[src/rtl/assert_macros.svh]
// Assertion macros used by the receiver RTL.
`ifndef ASSERT_MACROS_SVH
`define ASSERT_MACROS_SVH
`ifndef SYNTH
`define ASSERT_IMPLY(lbl, clk, rst_n, ante, cons) \
	lbl: assert property (@(posedge clk) disable iff (!rst_n) (ante) |-> (cons)) \
		else $error("assertion failed: lbl");
`define ASSERT_NEXT(lbl, clk, rst_n, ante, cons) \
	lbl: assert property (@(posedge clk) disable iff (!rst_n) (ante) |=> (cons)) \
		else $error("assertion failed: lbl");
`else
`define ASSERT_IMPLY(lbl, clk, rst_n, ante, cons)
`define ASSERT_NEXT(lbl, clk, rst_n, ante, cons)
`endif
`endif

[src/rtl/afr_pkg.sv]
// Types, constants and codes of the addressed frame receiver.
`default_nettype none
package afr_pkg;
	localparam int MAX_FRAME_BYTES = 21;
	localparam int CNT_W = $clog2(MAX_FRAME_BYTES + 1);
	localparam int IDX_W = $clog2(MAX_FRAME_BYTES);

	localparam int BYTE_W     = 8;
	localparam int ACTION_W   = 2;
	localparam int READ_IDX_W = 5;
	localparam int KIND_W     = 3;
	localparam int CFG_IDX_W  = 2;

	localparam int SHORT_LEN = 5;
	localparam int LONG_LEN  = 21;

	localparam logic [BYTE_W-1:0] CMD_READ_RUN   = 8'hA1;
	localparam logic [BYTE_W-1:0] CMD_READ_PARAM = 8'hA2;
	localparam logic [BYTE_W-1:0] CMD_SAVE_PARAM = 8'hA3;
	localparam logic [BYTE_W-1:0] CMD_MANUAL_CHG = 8'hA4;
	localparam logic [BYTE_W-1:0] CMD_MANUAL_DIS = 8'hA5;
	localparam logic [BYTE_W-1:0] CMD_AUTO       = 8'hA6;
	localparam logic [BYTE_W-1:0] FRAME_END      = 8'hAA;
	localparam logic [BYTE_W-1:0] TIMEOUT_RESET  = 8'h0A;

	localparam logic [KIND_W-1:0] KIND_REJECT      = 3'd0;
	localparam logic [KIND_W-1:0] KIND_READ_RUN    = 3'd1;
	localparam logic [KIND_W-1:0] KIND_READ_PARAM  = 3'd2;
	localparam logic [KIND_W-1:0] KIND_SAVE_PARAM  = 3'd3;
	localparam logic [KIND_W-1:0] KIND_MANUAL_CHG  = 3'd4;
	localparam logic [KIND_W-1:0] KIND_MANUAL_DIS  = 3'd5;
	localparam logic [KIND_W-1:0] KIND_AUTO        = 3'd6;

	localparam logic RES_DECISION = 1'b0;
	localparam logic RES_READ     = 1'b1;

	localparam logic [CFG_IDX_W-1:0] REG_STATION_ADDR = 2'd0;
	localparam logic [CFG_IDX_W-1:0] REG_IDLE_TIMEOUT = 2'd1;

	typedef enum logic [ACTION_W-1:0] {
		ACT_BYTE    = 2'd0,
		ACT_TICK    = 2'd1,
		ACT_RELEASE = 2'd2,
		ACT_READ    = 2'd3
	} action_t;

	typedef struct packed {
		action_t                 action;
		logic [BYTE_W-1:0]       rx_byte;
		logic [READ_IDX_W-1:0]   read_index;
	} item_t;

	typedef struct packed {
		logic                result_type;
		logic [KIND_W-1:0]   frame_kind;
		logic [BYTE_W-1:0]   read_data;
	} result_t;

	typedef struct packed {
		logic                en;
		logic [IDX_W-1:0]    addr;
		logic [BYTE_W-1:0]   data;
	} buf_wr_t;

	typedef struct packed {
		logic [BYTE_W-1:0] addr_byte;
		logic [BYTE_W-1:0] cmd_byte;
		logic [BYTE_W-1:0] short_end;
		logic [BYTE_W-1:0] long_end;
	} buf_taps_t;
endpackage
`default_nettype wire

[src/rtl/afr_item_if.sv]
// Input item channel of the receiver.
`default_nettype none
interface afr_item_if;
	logic                             valid;
	logic                             ready;
	logic [afr_pkg::ACTION_W-1:0]     action;
	logic [afr_pkg::BYTE_W-1:0]       rx_byte;
	logic [afr_pkg::READ_IDX_W-1:0]   read_index;

	modport source (output valid, output action, output rx_byte, output read_index,
		input ready);
	modport sink (input valid, input action, input rx_byte, input read_index,
		output ready);
endinterface
`default_nettype wire

[src/rtl/afr_result_if.sv]
// Result item channel of the receiver.
`default_nettype none
interface afr_result_if;
	logic                          valid;
	logic                          ready;
	logic                          result_type;
	logic [afr_pkg::KIND_W-1:0]    frame_kind;
	logic [afr_pkg::BYTE_W-1:0]    read_data;

	modport source (output valid, output result_type, output frame_kind,
		output read_data, input ready);
	modport sink (input valid, input result_type, input frame_kind,
		input read_data, output ready);
endinterface
`default_nettype wire

[src/rtl/afr_cfg_if.sv]
// Configuration write channel of the receiver.
`default_nettype none
interface afr_cfg_if;
	logic                            valid;
	logic                            ready;
	logic [afr_pkg::CFG_IDX_W-1:0]   index;
	logic [afr_pkg::BYTE_W-1:0]      data;

	modport source (output valid, output index, output data, input ready);
	modport sink (input valid, input index, input data, output ready);
endinterface
`default_nettype wire

[src/rtl/addressed_frame_receiver_core.sv]
// Top level of the addressed frame receiver.
// Path: an item is registered, then its result (if any) is registered.
// Throughput: one item per cycle unless a waiting result stalls an item that has a result; the output
// register lets an item without a result move on while a result waits to be taken.
// Reset (arst_n low, asynchronous): pipeline empty, count, timer and hold cleared,
// station address 0, idle timeout 10 ticks; buffer contents are not cleared.
`default_nettype none
`include "assert_macros.svh"
module addressed_frame_receiver_core (
	input  wire logic       clk,
	input  wire logic       arst_n,
	afr_item_if.sink        item,
	afr_result_if.source    result,
	afr_cfg_if.sink         cfg
);
	logic                         valid_s1;
	afr_pkg::item_t               item_s1;
	logic                         valid_s2;
	afr_pkg::result_t             res_s2;
	logic [afr_pkg::BYTE_W-1:0]   station_addr_q;
	logic [afr_pkg::BYTE_W-1:0]   idle_timeout_q;
	logic                         fire;
	logic                         has_result;
	afr_pkg::result_t             res;
	afr_pkg::buf_wr_t             wr;
	afr_pkg::buf_taps_t           taps;
	logic [afr_pkg::BYTE_W-1:0]   rd_data;

	assign cfg.ready = 1'b1;

	always_ff @(posedge clk or negedge arst_n) begin
		if (!arst_n) begin
			station_addr_q <= '0;
			idle_timeout_q <= afr_pkg::TIMEOUT_RESET;
		end else if (cfg.valid) begin
			if (cfg.index == afr_pkg::REG_STATION_ADDR) begin
				station_addr_q <= cfg.data;
			end else if (cfg.index == afr_pkg::REG_IDLE_TIMEOUT) begin
				idle_timeout_q <= cfg.data;
			end
		end
	end

	assign fire = valid_s1 && (!has_result || !valid_s2 || result.ready);
	assign item.ready = !valid_s1 || fire;

	always_ff @(posedge clk or negedge arst_n) begin
		if (!arst_n) begin
			valid_s1 <= 1'b0;
		end else if (item.ready) begin
			valid_s1 <= item.valid;
		end
	end

	always_ff @(posedge clk) begin
		if (item.valid && item.ready) begin
			item_s1.action     <= afr_pkg::action_t'(item.action);
			item_s1.rx_byte    <= item.rx_byte;
			item_s1.read_index <= item.read_index;
		end
	end

	afr_buf u_buf (
		.clk        (clk),
		.wr         (wr),
		.read_index (item_s1.read_index),
		.taps       (taps),
		.rd_data    (rd_data)
	);

	afr_ctrl u_ctrl (
		.clk          (clk),
		.arst_n       (arst_n),
		.fire         (fire),
		.item_s1      (item_s1),
		.station_addr (station_addr_q),
		.idle_timeout (idle_timeout_q),
		.taps         (taps),
		.rd_data      (rd_data),
		.wr           (wr),
		.has_result   (has_result),
		.res          (res)
	);

	always_ff @(posedge clk or negedge arst_n) begin
		if (!arst_n) begin
			valid_s2 <= 1'b0;
		end else if (fire && has_result) begin
			valid_s2 <= 1'b1;
		end else if (result.ready) begin
			valid_s2 <= 1'b0;
		end
	end

	always_ff @(posedge clk) begin
		if (fire && has_result) begin
			res_s2 <= res;
		end
	end

	assign result.valid       = valid_s2;
	assign result.result_type = res_s2.result_type;
	assign result.frame_kind  = res_s2.frame_kind;
	assign result.read_data   = res_s2.read_data;

	`ASSERT_IMPLY(a_no_overwrite, clk, arst_n, valid_s2 && !result.ready, !(fire && has_result))
	`ASSERT_NEXT(a_new_result_needs_item, clk, arst_n, valid_s2 && result.ready, !valid_s2 || $past(fire))
	`ASSERT_IMPLY(a_decision_no_data, clk, arst_n, valid_s2 && res_s2.result_type == afr_pkg::RES_DECISION, res_s2.read_data == '0)
endmodule
`default_nettype wire

[src/rtl/afr_buf.sv]
// Frame byte buffer: one write port, fixed taps and one indexed read.
`default_nettype none
module afr_buf (
	input  wire logic                              clk,
	input  wire afr_pkg::buf_wr_t                  wr,
	input  wire logic [afr_pkg::READ_IDX_W-1:0]    read_index,
	output afr_pkg::buf_taps_t                     taps,
	output logic [afr_pkg::BYTE_W-1:0]             rd_data
);
	logic [afr_pkg::BYTE_W-1:0] bytes_q [afr_pkg::MAX_FRAME_BYTES];

	always_ff @(posedge clk) begin
		if (wr.en) begin
			bytes_q[wr.addr] <= wr.data;
		end
	end

	always_comb begin
		taps.addr_byte = bytes_q[0];
		taps.cmd_byte  = bytes_q[1];
		taps.short_end = bytes_q[afr_pkg::SHORT_LEN-1];
		taps.long_end  = bytes_q[afr_pkg::LONG_LEN-1];
	end

	always_comb begin
		if (int'(read_index) < afr_pkg::MAX_FRAME_BYTES) begin
			rd_data = bytes_q[read_index[afr_pkg::IDX_W-1:0]];
		end else begin
			rd_data = '0;
		end
	end
endmodule
`default_nettype wire

[src/rtl/afr_ctrl.sv]
// Frame state: byte count, idle timer, hold flag and frame classification.
`default_nettype none
module afr_ctrl (
	input  wire logic                          clk,
	input  wire logic                          arst_n,
	input  wire logic                          fire,
	input  wire afr_pkg::item_t                item_s1,
	input  wire logic [afr_pkg::BYTE_W-1:0]    station_addr,
	input  wire logic [afr_pkg::BYTE_W-1:0]    idle_timeout,
	input  wire afr_pkg::buf_taps_t            taps,
	input  wire logic [afr_pkg::BYTE_W-1:0]    rd_data,
	output afr_pkg::buf_wr_t                   wr,
	output logic                               has_result,
	output afr_pkg::result_t                   res
);
	logic [afr_pkg::CNT_W-1:0]   count_q;
	logic [afr_pkg::BYTE_W-1:0]  timer_q;
	logic                        held_q;
	logic                        room;
	logic                        addr_match;
	logic                        timeout_hit;
	logic [afr_pkg::KIND_W-1:0]  kind;

	assign room = (count_q < afr_pkg::CNT_W'(afr_pkg::MAX_FRAME_BYTES)) && !held_q;
	assign addr_match = (count_q == '0) ? (item_s1.rx_byte == station_addr)
		: (taps.addr_byte == station_addr);
	assign timeout_hit = (timer_q == afr_pkg::BYTE_W'(1));

	always_comb begin
		kind = afr_pkg::KIND_REJECT;
		if (count_q == afr_pkg::CNT_W'(afr_pkg::SHORT_LEN)
				&& taps.short_end == afr_pkg::FRAME_END) begin
			priority if (taps.cmd_byte == afr_pkg::CMD_READ_RUN) begin
				kind = afr_pkg::KIND_READ_RUN;
			end else if (taps.cmd_byte == afr_pkg::CMD_READ_PARAM) begin
				kind = afr_pkg::KIND_READ_PARAM;
			end else if (taps.cmd_byte == afr_pkg::CMD_MANUAL_CHG) begin
				kind = afr_pkg::KIND_MANUAL_CHG;
			end else if (taps.cmd_byte == afr_pkg::CMD_MANUAL_DIS) begin
				kind = afr_pkg::KIND_MANUAL_DIS;
			end else if (taps.cmd_byte == afr_pkg::CMD_AUTO) begin
				kind = afr_pkg::KIND_AUTO;
			end else begin
				kind = afr_pkg::KIND_REJECT;
			end
		end else if (count_q == afr_pkg::CNT_W'(afr_pkg::LONG_LEN)
				&& taps.cmd_byte == afr_pkg::CMD_SAVE_PARAM
				&& taps.long_end == afr_pkg::FRAME_END) begin
			kind = afr_pkg::KIND_SAVE_PARAM;
		end
	end

	always_comb begin
		wr.en   = fire && item_s1.action == afr_pkg::ACT_BYTE && room;
		wr.addr = count_q[afr_pkg::IDX_W-1:0];
		wr.data = item_s1.rx_byte;
	end

	always_comb begin
		has_result = (item_s1.action == afr_pkg::ACT_READ)
			|| (item_s1.action == afr_pkg::ACT_TICK && timeout_hit);
		if (item_s1.action == afr_pkg::ACT_READ) begin
			res.result_type = afr_pkg::RES_READ;
			res.frame_kind  = afr_pkg::KIND_REJECT;
			res.read_data   = rd_data;
		end else begin
			res.result_type = afr_pkg::RES_DECISION;
			res.frame_kind  = kind;
			res.read_data   = '0;
		end
	end

	always_ff @(posedge clk or negedge arst_n) begin
		if (!arst_n) begin
			count_q <= '0;
			timer_q <= '0;
			held_q  <= 1'b0;
		end else if (fire) begin
			unique case (item_s1.action)
				afr_pkg::ACT_BYTE: begin
					timer_q <= idle_timeout;
					if (room && addr_match) begin
						count_q <= count_q + afr_pkg::CNT_W'(1);
					end
				end
				afr_pkg::ACT_TICK: begin
					if (timer_q != '0) begin
						timer_q <= timer_q - afr_pkg::BYTE_W'(1);
					end
					if (timeout_hit) begin
						if (kind != afr_pkg::KIND_REJECT) begin
							held_q <= 1'b1;
						end else begin
							count_q <= '0;
						end
					end
				end
				afr_pkg::ACT_RELEASE: begin
					held_q  <= 1'b0;
					count_q <= '0;
				end
				afr_pkg::ACT_READ: begin
				end
				default: begin
				end
			endcase
		end
	end
endmodule
`default_nettype wire
[src/flat_wrapper.sv]
// flat-port wrapper written by rule: the top's interface ports become plain ports
module addressed_frame_receiver_core_flat 
  (clk, arst_n, item_valid, item_action, item_rx_byte, item_read_index, item_ready, result_valid, result_result_type, result_frame_kind, result_read_data, result_ready, cfg_valid, cfg_index, cfg_data, cfg_ready);
  afr_item_if item_i ();
  afr_result_if result_i ();
  afr_cfg_if cfg_i ();
  input  wire logic clk;
  input  wire logic arst_n;
  input wire logic [$bits(item_i.valid)-1:0] item_valid;
  input wire logic [$bits(item_i.action)-1:0] item_action;
  input wire logic [$bits(item_i.rx_byte)-1:0] item_rx_byte;
  input wire logic [$bits(item_i.read_index)-1:0] item_read_index;
  output wire logic [$bits(item_i.ready)-1:0] item_ready;
  output wire logic [$bits(result_i.valid)-1:0] result_valid;
  output wire logic [$bits(result_i.result_type)-1:0] result_result_type;
  output wire logic [$bits(result_i.frame_kind)-1:0] result_frame_kind;
  output wire logic [$bits(result_i.read_data)-1:0] result_read_data;
  input wire logic [$bits(result_i.ready)-1:0] result_ready;
  input wire logic [$bits(cfg_i.valid)-1:0] cfg_valid;
  input wire logic [$bits(cfg_i.index)-1:0] cfg_index;
  input wire logic [$bits(cfg_i.data)-1:0] cfg_data;
  output wire logic [$bits(cfg_i.ready)-1:0] cfg_ready;
  assign item_i.valid = item_valid;
  assign item_i.action = item_action;
  assign item_i.rx_byte = item_rx_byte;
  assign item_i.read_index = item_read_index;
  assign item_ready = item_i.ready;
  assign result_valid = result_i.valid;
  assign result_result_type = result_i.result_type;
  assign result_frame_kind = result_i.frame_kind;
  assign result_read_data = result_i.read_data;
  assign result_i.ready = result_ready;
  assign cfg_i.valid = cfg_valid;
  assign cfg_i.index = cfg_index;
  assign cfg_i.data = cfg_data;
  assign cfg_ready = cfg_i.ready;
  addressed_frame_receiver_core u_core (.clk(clk), .arst_n(arst_n), .item(item_i), .result(result_i), .cfg(cfg_i));
endmodule
[config.mk]
export PLATFORM = sky130hd
export DESIGN_NAME = addressed_frame_receiver_core_flat
export DESIGN_NICKNAME = d
export VERILOG_FILES = /design/src/rtl/afr_pkg.sv /design/src/rtl/afr_item_if.sv /design/src/rtl/afr_result_if.sv /design/src/rtl/afr_cfg_if.sv /design/src/rtl/addressed_frame_receiver_core.sv /design/src/rtl/afr_buf.sv /design/src/rtl/afr_ctrl.sv /design/src/flat_wrapper.sv
export VERILOG_INCLUDE_DIRS = /design/src /design/src/rtl
export SDC_FILE = /design/constraint.sdc
export NUM_CORES = 1
export LEC_CHECK = 0
export ABC_AREA = 0
export BUFFER_PORTS_ARGS = -buffer_cell sky130_fd_sc_hd__buf_2
export CORE_MARGIN = 2
export CORE_UTILIZATION = 50
export CTS_BUF_LIST = sky130_fd_sc_hd__clkbuf_2 sky130_fd_sc_hd__clkbuf_4 sky130_fd_sc_hd__clkbuf_8
export DETAILED_ROUTE_END_ITERATION = 10
export PLACE_DENSITY = 0.74
export SLEW_MARGIN = 20
export SYNTH_ARGS = -nofsm -noshare
export SYNTH_HDL_FRONTEND = slang
export SYNTH_SLANG_ARGS = --single-unit
[constraint.sdc]
create_clock -name clk -period 4.7 [get_ports clk]
set_input_delay 0.235 -clock clk [delete_from_list [all_inputs] [get_ports clk]]
set_output_delay 0.235 -clock clk [all_outputs]
set_load 0.01 [all_outputs]
==> results of run 1 <==
worst max path at each step:
stage               depth (start not counted)                     endpoint  slack (ns)
floorplan                                   6  u_core.u_buf.bytes_q[12][0]        2.12
global placement                            6   u_core.u_buf.bytes_q[9][4]        1.22
detailed placement                          6  u_core.u_buf.bytes_q[13][5]        1.09
CTS                                         6   u_core.u_buf.bytes_q[9][6]        1.04
global route                                6  u_core.u_buf.bytes_q[11][7]        0.79
finish                                      6  u_core.u_buf.bytes_q[11][6]        1.04
cell families (layout without fill, tap and decap cells):
family / after synthesis / in the layout / synth area share
mux: 86 / 86 / 0.150
other cells: 1 / 1 / 0.000378
fa+ha+maj: 11 / 11 / 0.0139
xor+xnor: 8 / 8 / 0.00706
flops: 240 / 240 / 0.706
buf+inv: 40 / 159 / 0.0165
simple gates: 124 / 124 / 0.0648
compound gates: 66 / 66 / 0.0423
cells in the mapped netlist (2+ instances only):
cell type / n
a21oi_1: 17
a31oi_1: 6
and4b_1: 2
buf_1: 3
buf_2: 2
clkbuf_1: 17
dfrtp_1: 30
dfstp_2: 2
dfxtp_1: 5
edfxtp_1: 203
ha_1: 11
inv_1: 16
mux2_2: 18
mux2i_1: 20
mux4_2: 48
nand2_1: 21
nand2b_1: 3
nand3_1: 3
nand3b_1: 6
nand4_1: 6
nor2_1: 54
nor2b_1: 2
nor3_1: 5
nor3b_1: 2
nor4bb_1: 4
o21a_1: 2
o21ai_0: 21
o22a_1: 8
o31ai_1: 3
o41ai_1: 3
or3_1: 6
or3b_2: 2
xnor2_1: 7
state kept, by name, indices dropped and copies added, names as in the netlist, named ones only:
| name | count |
|---|---|
| u_core.item_s1 | 15 |
| u_core.result.read_data | 8 |
| u_core.idle_timeout_q | 8 |
| u_core.u_ctrl.count_q | 5 |
| u_core.station_addr_q | 8 |
| u_core.result.frame_kind | 3 |
| u_core.result.result_type | 1 |
| u_core.u_buf.bytes_q | 176 |
| u_core.u_ctrl.timer_q | 8 |
| u_core.u_ctrl.held_q | 1 |
| u_core.result.valid | 1 |
| u_core.valid_s1 | 1 |
worst max-delay path, stage by stage, from the launching register on:
cell,delay (ns)
edfxtp_1,0.42
ha_1,0.47
a41oi_1,0.40
o21ai_0,0.24
nor4bb_1,0.67
nand2_1,0.42
nor2_1,0.64
per-stage QoR:
step / instances / hold slack, ns / utilization / total power [mW]
5_1_grt: 960 / 0.105 / 0.590 / 4.97
3_3_place_gp: 870 / 0.317 / 0.536 / 2.97
4_1_cts: 960 / 0.0554 / 0.589 / 4.82
2_1_floorplan: 576 / -0.0606 / - / 2.83
3_5_place_dp: 870 / 0.329 / 0.536 / 2.99
6_report: 960 / 0.0810 / 0.590 / 4.80
where the power goes:
part,internal (mW),switching [mW],total (mW)
clock network,1.05,0.784,1.83
registers,2.40,0.114,2.51
logic,0.225,0.233,0.458
total,3.67,1.13,4.80
area by class of cell:
| class | count | area share |
|---|---|---|
| Sequential cell | 240 | 0.610 |
| Clock buffer | 52 | 0.0558 |
| Clock inverter | 13 | 0.0122 |
| Inverter | 16 | 0.00523 |
| Multi-Input combinational cell | 296 | 0.240 |
| Tap cell | 265 | 0.0289 |
| Timing Repair Buffer | 78 | 0.0471 |
layer usage:
metal,global-route usage,part of all wire
met1,0.289,0.40
met2,0.356,0.48
met5,0,0
met3,0.0592,0.093
met4,0.0772,0.028
timing repair:
item | 4_1_cts | 5_1_grt
hold endpoints to repair | 67 | 0
endpoints found under the setup margin | 0 | 0
hold buffers | 25 | 0
==> flow_summary.yaml, run 1 <==
grt:
  grtUsageTotal: 0.219
  grt-ovfl-total: 0
  grt_max_degree: 41
  antenna_found_initial: 0
  grt_pass1_vias: 5838
  grt_pass1_wl_um: 33400
sta:
  setup-tns-final_ns: 0
  fmax_mhz: 273
  worstMarginPinSlew_ns: 1.05
  layout_setup_ws_ns: 1.04
  maxSlewHeadroom: 0.300
  setup_viol: 0
  hold_violations: 0
  skew_ns: 0.0285
  final_max_slew_viol_count: 0
  post-route-period-util: 0.779
  period_minus_slack_ns: 3.66
  rsz0062_at_grt: "no"
synthesis:
  ys_ff_latch: 240
  synth_nets: 617
  yosys.area.top_type: "edfxtp_1"
  yosys_warnings: 0
  synthTopCellsByArea: "edfxtp_1, mux4_2, dfrtp_1, mux2_2, nor2_1"
  synth_cell_type_count: 51
  yosysTopAreaCellShare: 0.614
  synth-seq-area-share: 0.706
  synthesis.area_mm2: 0.00992
  async_reset_ff_frac: 0.133
  avgSynthCellArea_um2: 17.2
  synth_cells: 576
  ys.flop_type: "edfxtp_1"
  synth_enable_flop_cells: 203
min_path:
  min_path_cells: 4
  min_path_type: "in2reg"
  min_to: "u_core.result.valid"
  hold_start: "result_ready"
placement:
  hpwl_um: 14400
  numPortBuffers: 43
  post-place-ws_ns: 1.09
  placed_area_mm2: 0.0104
  place.gp.congestion: 0.890
drt:
  drtIter0Drc: 578
  finalWirelength_um: 21900
  ant_nets: 0
  viasPerCell: 5.85
  drt-wirelength-per-cell_um: 22.9
  dr.pass1.iters: 5
  post-route-drc-count: 0
  vias: 5617
clock_tree:
  ctsResizeCount: 0
  clk_latency_ns: 0.53
  clk_pin_slew_ns: 0.07
  cts_root_buffer: "clkbuf_8"
  cts_made_buffers: 37
  cts.path.max_buffers: 3
  cts_setup_buffers: 0
  clock-sinks: 240
  tritoncts: "built"
  ctsHtreeMaxLevel: 2
finish:
  nFillCells: 1411
  multi_input_area_mm2: 0.00276
  layout-drive-gt1-share: 0.276
  layout_commonest_cell: "edfxtp_1"
  final_area_mm2: 0.0115
  seq_area_mm2: 0.00700
  layout.nets: 710
  areaGrowthSynthToFinish_pct: 15.7
  diodes: 0
  final_cell_mix: "edfxtp_1, nor2_1, mux4_2"
worst_setup_path:
  rr_endpoint: "u_core.u_buf.bytes_q[11][6]"
  regToRegSetupSlack_ns: 1.04
  cp.arrival_ns: 3.80
  critPathLaunch: "u_core.item_s1[13]"
  required_ns: 4.84
  rr_startpoint: "u_core.item_s1[13]"
  start_kind: "flip-flop"
  worstSetupPathType: "reg2reg"
  path_max_fanout: 22
  reg2reg_depth: 6
  crit_path_end_kind: "flip-flop"
job:
  drv_cap: 0
floorplanning:
  core-area_mm2: 0.0195
  row_count: 51
  dieArea_mm2: 0.0210
  dieWidth_um: 145
  initial_utilization: 0.510
  dieHeight_um: 145
  pin_count: 45
power_and_ir_drop:
  peakVddDrop_v: 0.000271
  powerDensity_mw_per_mm2: 418
  power_leakage_nw: 3.98
outcome:
  run_status: "finished, final reports clean"
Power figures use the tool's default switching activity.
==> run 2: changes to the inputs <==
clock period = 3.5 ns   (was 4.7 ns; I/O delays follow)
==> flow_summary.yaml, run 2 (synthesis results as in run 1) <==
outcome:
  run_status: "finished, final reports clean"
drt:
  drt-wirelength-per-cell_um: 22.7
  drtIter0Drc: 739
  finalWirelength_um: 22200
  ant_nets: 0
  vias: 5659
  dr.pass1.iters: 5
  post-route-drc-count: 0
  viasPerCell: 5.79
grt:
  grt_max_degree: 33
  grt_pass1_wl_um: 34200
  antenna_found_initial: 0
  grt_pass1_vias: 5761
  grt-ovfl-total: 0
  grtUsageTotal: 0.225
sta:
  setup-tns-final_ns: 0
  fmax_mhz: 330
  skew_ns: 0.0171
  setup_viol: 0
  worstMarginPinSlew_ns: 1.05
  whs_ns: 0.0258
  hold_violations: 0
  post-route-period-util: 0.866
  maxSlewHeadroom: 0.300
  rsz0062_at_grt: "no"
  layout_setup_ws_ns: 0.469
  period_minus_slack_ns: 3.03
  final_max_slew_viol_count: 0
worst_setup_path:
  cp_top_family: "simple AND/OR/NAND/NOR gates"
  critPathSlowestCell: "nor2_1"
  path_buf_inv: 1
  worstPathCellList: "ha_1, a41oi_1, o21ai_0, nor4bb_1, buf_4, nand2_1, nor2_1"
  cp.arrival_ns: 3.19
  worstSetupPathType: "reg2reg"
  max_stage_delay_ns: 0.63
  crit_path_end_kind: "flip-flop"
  path_max_fanout: 8
  regToRegSetupSlack_ns: 0.47
  start_kind: "flip-flop"
  required_ns: 3.66
finish:
  final_area_mm2: 0.0116
  layout_commonest_cell: "edfxtp_1"
  areaGrowthSynthToFinish_pct: 16.6
  final_core_util: 0.594
  final_cell_mix: "edfxtp_1, nor2_1, mux4_2"
  layout-drive-gt1-share: 0.287
  largest_reg_flops: 176
  diodes: 0
  nFillCells: 1458
  regMostFlops: "u_core.u_buf.bytes_q"
  layout.nets: 723
  reg_top3: "u_core.u_buf.bytes_q x176, u_core.item_s1 x15"
  final_cells: 977
clock_tree:
  ctsResizeCount: 0
  cts_setup_buffers: 0
  cts.path.max_buffers: 3
  tritoncts: "built"
  clock-sinks: 240
  clk_latency_ns: 0.54
  ctsHtreeMaxLevel: 2
  cts_root_buffer: "clkbuf_8"
  cts_hold_buf: 25
  cts_made_buffers: 39
  clk_pin_slew_ns: 0.06
placement:
  dp.cells: 881
  numPortBuffers: 43
  post-place-ws_ns: 0.442
  hpwl_um: 14700
  place.gp.congestion: 0.951
  placed_area_mm2: 0.0105
floorplanning:
  pin_count: 45
  row_count: 51
  dieArea_mm2: 0.0210
  core-area_mm2: 0.0195
  dieHeight_um: 145
  initial_utilization: 0.510
  dieWidth_um: 145
power_and_ir_drop:
  powerDensity_mw_per_mm2: 558
  design_power_total_mw: 6.46
  power_leakage_nw: 4.05
  peakVddDrop_v: 0.000337
min_path:
  min_path_type: "in2reg"
job:
  drv_cap: 0
run 2: cell count changes in the layout (fill, tap and decap cells not counted), sizes merged:
cell,previous run,this run
buf,53,64
clkinv,8,13
clkbuf,52,54
bufinv,3,2
clkinvlp,2,1
inv,16,17
run 2: area by class of cell:
class	instances	area (µm²)	area share
multi-input cells	296	2760	0.238
inverters	16	60.1	0.00519
well taps	265	332	0.0287
repair buffers	89	623	0.0539
flip-flops and latches	240	7000	0.605
clock inverters	17	131	0.0114
clock buffers	54	662	0.0572
run 2: final timing paths:
check,from,end,cells after the start
max in group asynchronous,arst_n,u_core.station_addr_q[0],2
worst min register to register,u_core.item_s1[3],flip-flop,1
worst max register to register,u_core.item_s1[13],u_core.u_buf.bytes_q[17][3],7
min in group asynchronous,arst_n,u_core.u_ctrl.count_q[1],2
worst max-delay path,u_core.item_s1[13],u_core.u_buf.bytes_q[17][3],7
worst min-delay path,result_ready,u_core.result.valid,4
run 2: layer usage:
| metal | global-route usage | share of wire | vias up |
|---|---|---|---|
| met4 | 0.0675 | 0.017 | 0 |
| li1 | - | - | 2490 |
| met1 | 0.306 | 0.41 | 2867 |
| met5 | 0 | 0 | - |
| met2 | 0.362 | 0.49 | 272 |
| met3 | 0.0592 | 0.091 | 30 |
run 2: report_power, final:
group / switching [mW] / internal (mW) / total (mW)
registers: 0.130 / 3.22 / 3.35
clock network: 1.08 / 1.38 / 2.46
logic: 0.340 / 0.306 / 0.646
total: 1.55 / 4.90 / 6.46
run 2: worst min-delay path, stage by stage:
cell and delay (ns):
buf_2 0.07, inv_1 0.04, nand2_1 0.11, o21ai_0 0.11
